--- config.mk ---
export PLATFORM = sky130hd
export DESIGN_NAME = dual_servo_pwm_with_buttons
export DESIGN_NICKNAME = d
export VERILOG_FILES = /design/src/rtl/dspwm_pkg.sv /design/src/rtl/dual_servo_pwm_with_buttons.sv /design/src/rtl/dspwm_duty.sv /design/src/rtl/dspwm_phase.sv
export SDC_FILE = /design/constraint.sdc
export NUM_CORES = 1
export LEC_CHECK = 0
export ABC_AREA = 0
export BUFFER_PORTS_ARGS = -buffer_cell sky130_fd_sc_hd__buf_2
export CAP_MARGIN = 10
export CORE_MARGIN = 2
export CORE_UTILIZATION = 30
export CTS_CLUSTER_DIAMETER = 100
export CTS_CLUSTER_SIZE = 28
export DETAILED_ROUTE_END_ITERATION = 12
export GPL_TIMING_DRIVEN = 0
export PLACE_DENSITY_LB_ADDON = 0.12
export SYNTH_ARGS = -nofsm -noshare
export SYNTH_HDL_FRONTEND = slang
export SYNTH_HIERARCHICAL = 1
export SYNTH_SLANG_ARGS = --single-unit
--- constraint.sdc ---
create_clock -name clk -period 11.6 [get_ports clk]
set_input_delay 0 -clock clk [delete_from_list [all_inputs] [get_ports clk]]
set_output_delay 0 -clock clk [all_outputs]
set_load 0.01 [all_outputs]
--- src/rtl/dspwm_pkg.sv ---
`default_nettype none
package dspwm_pkg;

	localparam int IN_W  = 8;
	localparam int OUT_W = 40;
	localparam int REG_W = 16;
	localparam int STEP_W = 8;

	// button positions in the input word, in handling order
	localparam int BTN_UP_ONE   = 0;
	localparam int BTN_DOWN_ONE = 1;
	localparam int BTN_UP_TWO   = 2;
	localparam int BTN_DOWN_TWO = 3;
	localparam int BTN_CENTER   = 4;
	localparam int BTN_RELAY    = 5;
	localparam int NUM_BTN      = 6;
	localparam int TICK_BIT     = 6;

	localparam logic [REG_W-1:0]  PERIOD_RESET = 16'd1779;
	localparam logic [REG_W-1:0]  CENTER_RESET = 16'd100;
	localparam logic [REG_W-1:0]  UPPER_RESET  = 16'd100;
	localparam logic [REG_W-1:0]  LOWER_RESET  = 16'd0;
	localparam logic [STEP_W-1:0] STEP_RESET   = 8'd1;

	typedef enum logic [2:0] {
		REG_PERIOD = 3'd0,
		REG_CENTER = 3'd1,
		REG_UPPER  = 3'd2,
		REG_LOWER  = 3'd3,
		REG_STEP   = 3'd4
	} cfg_reg_t;

	// press events that act on one duty channel
	typedef struct packed {
		logic up;
		logic down;
		logic center;
	} chan_req_t;

endpackage
`default_nettype wire

--- src/rtl/dual_servo_pwm_with_buttons.sv ---
// Dual servo PWM with six push buttons.
// Input stream (s_axis): one request per sample of the six active-low button
// levels plus a timer-tick flag. Output stream (m_axis): one result per
// request with both motor pins, the relay pin and both current duties.
// Config channel: cfg_index selects period, center, upper, lower or step;
// writes are always taken and are meant for idle periods.
// Pipeline: a request accepted on s_axis passes the input register, then the
// update logic into the output register, from which it is shown on m_axis.
// Throughput: one request per cycle unless m_axis stalls; the button, duty and
// phase update is a single pass of compare/add logic between the two registers.
// A stalled receiver holds the output register; the input register still
// takes one more request, after which s_axis_tready drops until m_axis
// moves again.
// Reset: duties 100, phase 0, latches and relay cleared, registers at
// 1779 / 100 / 100 / 0 / 1, both streams empty.
`default_nettype none
module dual_servo_pwm_with_buttons #(
	parameter int COUNT_WIDTH = 16
) (
	input  logic                          clk,
	input  logic                          arst_n,
	input  logic                          s_axis_tvalid,
	output logic                          s_axis_tready,
	// [0] up_one_n, [1] down_one_n, [2] up_two_n, [3] down_two_n,
	// [4] center_n, [5] relay_n, [6] timer_tick, [7] zero
	input  logic [dspwm_pkg::IN_W-1:0]    s_axis_tdata,
	output logic                          m_axis_tvalid,
	input  logic                          m_axis_tready,
	// [0] motor_one_pin, [1] motor_two_pin, [2] relay_pin,
	// [18:3] duty_one_now, [34:19] duty_two_now, [39:35] zero
	output logic [dspwm_pkg::OUT_W-1:0]   m_axis_tdata,
	input  logic                          cfg_valid,
	output logic                          cfg_ready,
	input  logic [2:0]                    cfg_index,
	input  logic [dspwm_pkg::REG_W-1:0]   cfg_data
);
	import dspwm_pkg::*;

	localparam int W = COUNT_WIDTH;
	localparam logic [W-1:0] DUTY_INIT = W'(CENTER_RESET);

	logic [REG_W-1:0]  period_q, center_q, upper_q, lower_q;
	logic [STEP_W-1:0] step_q;

	logic               valid_s1;
	logic [NUM_BTN-1:0] btn_s1;
	logic               tick_s1;

	logic [NUM_BTN-1:0] latch_q;
	logic [W-1:0]       duty_one_q, duty_two_q;
	logic               relay_q;
	logic               out_valid_q;
	logic [OUT_W-1:0]   out_data_q;

	logic               adv, fire;
	logic [NUM_BTN-1:0] pressed, press_edge;
	chan_req_t          req_one, req_two;
	logic [W-1:0]       duty_one_nxt, duty_two_nxt;
	logic [W-1:0]       period_w, center_w, upper_w, lower_w;
	logic [W-1:0]       phase_nxt, phase_q;
	logic               relay_nxt, pin_one, pin_two;

	assign cfg_ready = 1'b1;

	always_ff @(posedge clk or negedge arst_n) begin
		if (!arst_n) begin
			period_q <= PERIOD_RESET;
			center_q <= CENTER_RESET;
			upper_q  <= UPPER_RESET;
			lower_q  <= LOWER_RESET;
			step_q   <= STEP_RESET;
		end else if (cfg_valid && cfg_ready) begin
			unique case (cfg_reg_t'(cfg_index))
				REG_PERIOD: period_q <= cfg_data;
				REG_CENTER: center_q <= cfg_data;
				REG_UPPER:  upper_q  <= cfg_data;
				REG_LOWER:  lower_q  <= cfg_data;
				REG_STEP:   step_q   <= cfg_data[STEP_W-1:0];
				default: ;
			endcase
		end
	end

	assign period_w = W'(period_q);
	assign center_w = W'(center_q);
	assign upper_w  = W'(upper_q);
	assign lower_w  = W'(lower_q);

	// handshake: output register frees the input register
	assign adv           = !out_valid_q || m_axis_tready;
	assign fire          = valid_s1 && adv;
	assign s_axis_tready = !valid_s1 || adv;

	always_ff @(posedge clk or negedge arst_n) begin
		if (!arst_n) begin
			valid_s1 <= 1'b0;
		end else if (s_axis_tready) begin
			valid_s1 <= s_axis_tvalid;
		end
	end

	always_ff @(posedge clk) begin
		if (s_axis_tvalid && s_axis_tready) begin
			btn_s1  <= s_axis_tdata[NUM_BTN-1:0];
			tick_s1 <= s_axis_tdata[TICK_BIT];
		end
	end

	assign pressed    = ~btn_s1;
	assign press_edge = pressed & ~latch_q;

	assign req_one = '{up: press_edge[BTN_UP_ONE], down: press_edge[BTN_DOWN_ONE],
		center: press_edge[BTN_CENTER]};
	assign req_two = '{up: press_edge[BTN_UP_TWO], down: press_edge[BTN_DOWN_TWO],
		center: press_edge[BTN_CENTER]};

	dspwm_duty #(.W(W)) u_duty_one (
		.duty_cur (duty_one_q),
		.req      (req_one),
		.upper    (upper_w),
		.lower    (lower_w),
		.center   (center_w),
		.step     (step_q),
		.duty_nxt (duty_one_nxt)
	);

	dspwm_duty #(.W(W)) u_duty_two (
		.duty_cur (duty_two_q),
		.req      (req_two),
		.upper    (upper_w),
		.lower    (lower_w),
		.center   (center_w),
		.step     (step_q),
		.duty_nxt (duty_two_nxt)
	);

	dspwm_phase #(.W(W)) u_phase (
		.clk       (clk),
		.arst_n    (arst_n),
		.advance   (fire && tick_s1),
		.period    (period_w),
		.phase_nxt (phase_nxt),
		.phase_q   (phase_q)
	);

	assign relay_nxt = relay_q ^ press_edge[BTN_RELAY];
	assign pin_one   = phase_nxt < duty_one_nxt;
	assign pin_two   = phase_nxt < duty_two_nxt;

	always_ff @(posedge clk or negedge arst_n) begin
		if (!arst_n) begin
			latch_q     <= '0;
			duty_one_q  <= DUTY_INIT;
			duty_two_q  <= DUTY_INIT;
			relay_q     <= 1'b0;
			out_valid_q <= 1'b0;
		end else begin
			if (adv) begin
				out_valid_q <= valid_s1;
			end
			if (fire) begin
				latch_q    <= pressed;
				duty_one_q <= duty_one_nxt;
				duty_two_q <= duty_two_nxt;
				relay_q    <= relay_nxt;
			end
		end
	end

	always_ff @(posedge clk) begin
		if (fire) begin
			out_data_q <= {5'b0, 16'(duty_two_nxt), 16'(duty_one_nxt),
				relay_nxt, pin_two, pin_one};
		end
	end

	assign m_axis_tvalid = out_valid_q;
	assign m_axis_tdata  = out_data_q;

	// latches follow the levels of the last processed request
	a_latch_track: assert property (@(posedge clk) disable iff (!arst_n)
		fire |=> latch_q == ~$past(btn_s1))
		else $error("press latch does not match last button levels");

	// a tick never leaves the phase beyond the period in force
	a_phase_bound: assert property (@(posedge clk) disable iff (!arst_n)
		(fire && tick_s1) |=> phase_q <= $past(period_w))
		else $error("phase beyond period after tick");

	// every processed request lands in the output register
	a_result_out: assert property (@(posedge clk) disable iff (!arst_n)
		fire |=> out_valid_q)
		else $error("processed request produced no result");

	// a held result keeps the pipeline from overwriting it
	a_no_overrun: assert property (@(posedge clk) disable iff (!arst_n)
		(out_valid_q && !m_axis_tready) |-> !fire)
		else $error("result overwritten while stalled");

endmodule
`default_nettype wire

--- src/rtl/dspwm_duty.sv ---
`default_nettype none
module dspwm_duty #(
	parameter int W = 16
) (
	input  logic [W-1:0]                  duty_cur,
	input  dspwm_pkg::chan_req_t          req,
	input  logic [W-1:0]                  upper,
	input  logic [W-1:0]                  lower,
	input  logic [W-1:0]                  center,
	input  logic [dspwm_pkg::STEP_W-1:0]  step,
	output logic [W-1:0]                  duty_nxt
);
	import dspwm_pkg::*;

	logic [W:0]   sum;
	logic [W-1:0] after_up;
	logic [W-1:0] gap;
	logic [W-1:0] after_down;

	always_comb begin
		sum = {1'b0, duty_cur} + (W+1)'(step);
		after_up = duty_cur;
		if (req.up && duty_cur < upper) begin
			after_up = (sum > {1'b0, upper}) ? upper : sum[W-1:0];
		end

		// down acts on the value left by up
		gap = after_up - lower;
		after_down = after_up;
		if (req.down && after_up > lower) begin
			after_down = (gap < W'(step)) ? lower : after_up - W'(step);
		end

		duty_nxt = req.center ? center : after_down;
	end

endmodule
`default_nettype wire

--- src/rtl/dspwm_phase.sv ---
`default_nettype none
module dspwm_phase #(
	parameter int W = 16
) (
	input  logic         clk,
	input  logic         arst_n,
	input  logic         advance,
	input  logic [W-1:0] period,
	output logic [W-1:0] phase_nxt,
	output logic [W-1:0] phase_q
);

	always_comb begin
		phase_nxt = phase_q;
		if (advance) begin
			// wraps also when the period was lowered below the phase
			phase_nxt = (phase_q >= period) ? '0 : phase_q + 1'b1;
		end
	end

	always_ff @(posedge clk or negedge arst_n) begin
		if (!arst_n) begin
			phase_q <= '0;
		end else begin
			phase_q <= phase_nxt;
		end
	end

endmodule
`default_nettype wire

==> results.yml <==
run_status:
  status: "finished, final reports clean"
placed_design:
  dp_hpwl_mm: 43.5
  dp_cells: 2403
  portBuffers: 66
  preCtsSetupSlack_ns: -0.183
  gp_congestion: 0.890
worst_setup_path:
  crit_fanout: 10
  crit_buf_inv: 2
  arrival_ns: 11.26
  cpPeakStageDelay_ns: 0.76
  crit_top_cell: "ha_1"
  slowest_stage: "o21ai_0"
  r2r_cells: 36
  startpoint_type: "flip-flop"
  criticalPathCategory: "flip-flop to flip-flop"
  critical-path-top-delay-family: "compound AO/OA/AOI/OAI gates"
  path_depth: 36
  end_kind: "flip-flop"
  cp.required_ns: 11.81
yosys:
  synth_flop_cell: "dfrtp_1"
  synth_common_cells: "187 x ha_1, 172 x inv_1, 142 x nand2_1"
  synth.cell_area_um2: 15000
  ys_seq_area_share_pct: 30.1
  synthArstFlopShare_pct: 75.4
  ys_top_cells_by_area: "dfrtp_1 18%, ha_1 16%, edfxtp_1 8.4%"
  synth_top_cell_area_share_pct: 18.0
  syn_inst: 1667
  synthMostInstantiatedCell: "ha_1"
  avgSynthCellArea_um2: 9.01
  synth-seq-cells: 171
  ys_warn_count: 6
  synth-edff-count: 42
  ys_types: 109
  synth_top_area_cell: "dfrtp_1"
sta:
  rsz0062_at_grt: "false"
  fin_setup_tns_ns: 0
  fin_worst_skew_ns: 0.0189
  slew_headroom_pct: 15.0
  fin_ws_ns: 0.554
  fin_crit_sh_pct: 95.2
  period_needed_ns: 11.05
  final_hold_viol_count: 0
  maxSlewViolCount: 0
  finalSetupViolCount: 0
  worst_pin_slew_ns: 1.27
  fmax_mhz: 90.5
floorplanning:
  rows: 81
  fp.dieArea_um2: 51800
  die_y_um: 228
  core-area_um2: 49200
  die_w_um: 228
  start_util_pct: 30.5
  boundaryPins: 75
global_routing:
  grt_busiest_layer: "met2"
  antenna_found_initial: 3
  grt_overflow: 0
  grt_pass1_vias: 12700
  grt_max_degree: 96
  use_met3_pct: 3.09
  use_met2_pct: 36.0
  grt_util_met1_pct: 27.5
  track_usage_pct: 21.1
  grt_first_pass_wirelength_mm: 79.7
routing:
  drc: 0
  dr.pass1.iters: 5
  drt_iter0_drc: 986
  routedWlPerCell_um: 21.6
  viasPerCell: 5.28
  wirelength_mm: 53.3
  antenna_violating_nets_post_route: 0
  via_count: 13000
final_layout:
  syn_to_final_growth_pct: 14.2
  fin_nets: 2011
  drive_gt1_share_pct: 15.2
  fin_cells: 2464
cts:
  cts_tree: "yes"
  htree_levels: 4
  clk_latency_ns: 0.49
  cts-buffers-inserted: 17
  cts_sinks: 171
  clock-root-buffer: "clkbuf_16"
  clk_pin_slew_worst_paths_ns: 0.07
  cts_buffer_depth: 2
pwr:
  ir_worst_vdd_uv: 115
  p_per_area_nw_per_um2: 323
  leakage_nw: 7.67
hold_path:
  hold_depth: 3
  hold_path_class: "primary input to flip-flop"
run:
  maxCapViolCount: 0
[metrics by stage]
stage,area [um2],power (mW),util (%),hold slack (ns)
final,17100,5.54,34.9,0.0515
after global routing,17100,6.07,34.9,0.0485
after CTS,17100,5.54,34.9,0.0212
after detailed placement,16200,4.89,33.0,-0.0657
after global placement,16200,4.86,32.9,0.182
after floorplan,15000,3.76,-,-0.296
[power by group]
part / leakage (nW) / switching (mW) / internal [mW]
logic: 5.42 / 2.37 / 1.52
clock network: 0.295 / 0.302 / 0.291
registers: 1.96 / 0.226 / 0.831
[per-layer routing]
| metal | routed length [um] | share of wire, % | up-vias |
|---|---|---|---|
| met3 | 1950 | 3.7 | 51 |
| met2 | 25800 | 48 | 292 |
| met1 | 24100 | 45 | 6349 |
| li1 | - | - | 6327 |
| met5 | 8 | 0.015 | - |
| met4 | 1380 | 2.6 | 2 |
[flip-flops by register name (all words and copies together), names as in the netlist, 6 cells and up]
name	flops
m_axis_tdata	35
center_q	16
duty_one_q	16
duty_two_q	16
lower_q	16
period_q	16
u_phase/phase_q	16
upper_q	16
step_q	8
btn_s1	6
latch_q	6
[repair_timing]
item	in CTS	in global routing
buffers inserted	0	0
gates resized for setup	1	3
endpoints found under the hold margin	193	0
setup endpoints to repair	1	1
hold buffers	28	0
[final timing paths]
| kind | startpoint | endpoint | slack, ns |
|---|---|---|---|
| worst max-delay path | step_q[1] | m_axis_tdata[0] | 0.55 |
| worst min-delay path | cfg_index[1] | step_q[5] | 0.05 |
| worst max register to register | step_q[1] | m_axis_tdata[0] | 0.55 |
| worst min register to register | btn_s1[1] | latch_q[1] | 0.47 |
| max in group asynchronous | arst_n | step_q[0] | 10.98 |
| min in group asynchronous | arst_n | period_q[0] | 0.08 |
[cells in the final DEF, fill, tap and decap left out, types with 8 or more instances in the layout]
cell type	instances
and4_1	9
and3_1	17
nand4_1	33
ha_1	187
o21ai_0	119
nor3_1	24
mux2_2	66
o211ai_1	18
buf_2	76
a21oi_1	120
xor2_1	25
xnor2_1	35
edfxtp_1	42
nand3_1	33
clkbuf_16	17
o311a_1	8
dfstp_2	21
dfrtp_1	108
a211oi_1	21
a31oi_1	11
dlygate4sd3_1	27
nor2_1	102
mux2_4	10
inv_1	171
buf_6	8
nand2b_1	16
a21o_1	26
nor4_1	11
nand2_1	142
and2_1	8
or3_1	8
clkbuf_1	23
o21a_1	18
nor2b_1	13
mux2i_1	23
[worst min-delay path, delay by kind of cell]
kind	cells	cell delay [ns]
multiplexers	1	0.22
buffers and inverters	1	0.17
AND/OR/NAND/NOR	1	0.11
[kinds of logic (layout without fill, tap and decap cells)]
kind of cell | count (synthesis) | in the layout | share of synthesized area [%]
AND/OR/NAND/NOR | 456 | 456 | 15.4
flip-flops | 171 | 171 | 30.1
AO/OA/AOI/OAI | 458 | 458 | 20.7
other | 2 | 7 | 0.0500
multiplexers | 99 | 99 | 7.48
XOR/XNOR | 60 | 60 | 3.50
adder cells (fa/ha/maj) | 193 | 193 | 16.4
buffers and inverters | 228 | 356 | 6.43
[area by class of cell]
| cell class | count | area, um2 |
|---|---|---|
| clock buffers | 17 | 425 |
| flip-flops and latches | 171 | 4520 |
| well taps | 664 | 831 |
| inverters | 173 | 649 |
| clock inverters | 15 | 169 |
| diodes | 1 | 2.50 |
| repair buffers | 96 | 674 |
| multi-input cells | 1272 | 9560 |
| plain buffers | 55 | 317 |
| fillers | 5128 | 32000 |
(Power assumes the default switching activity.)
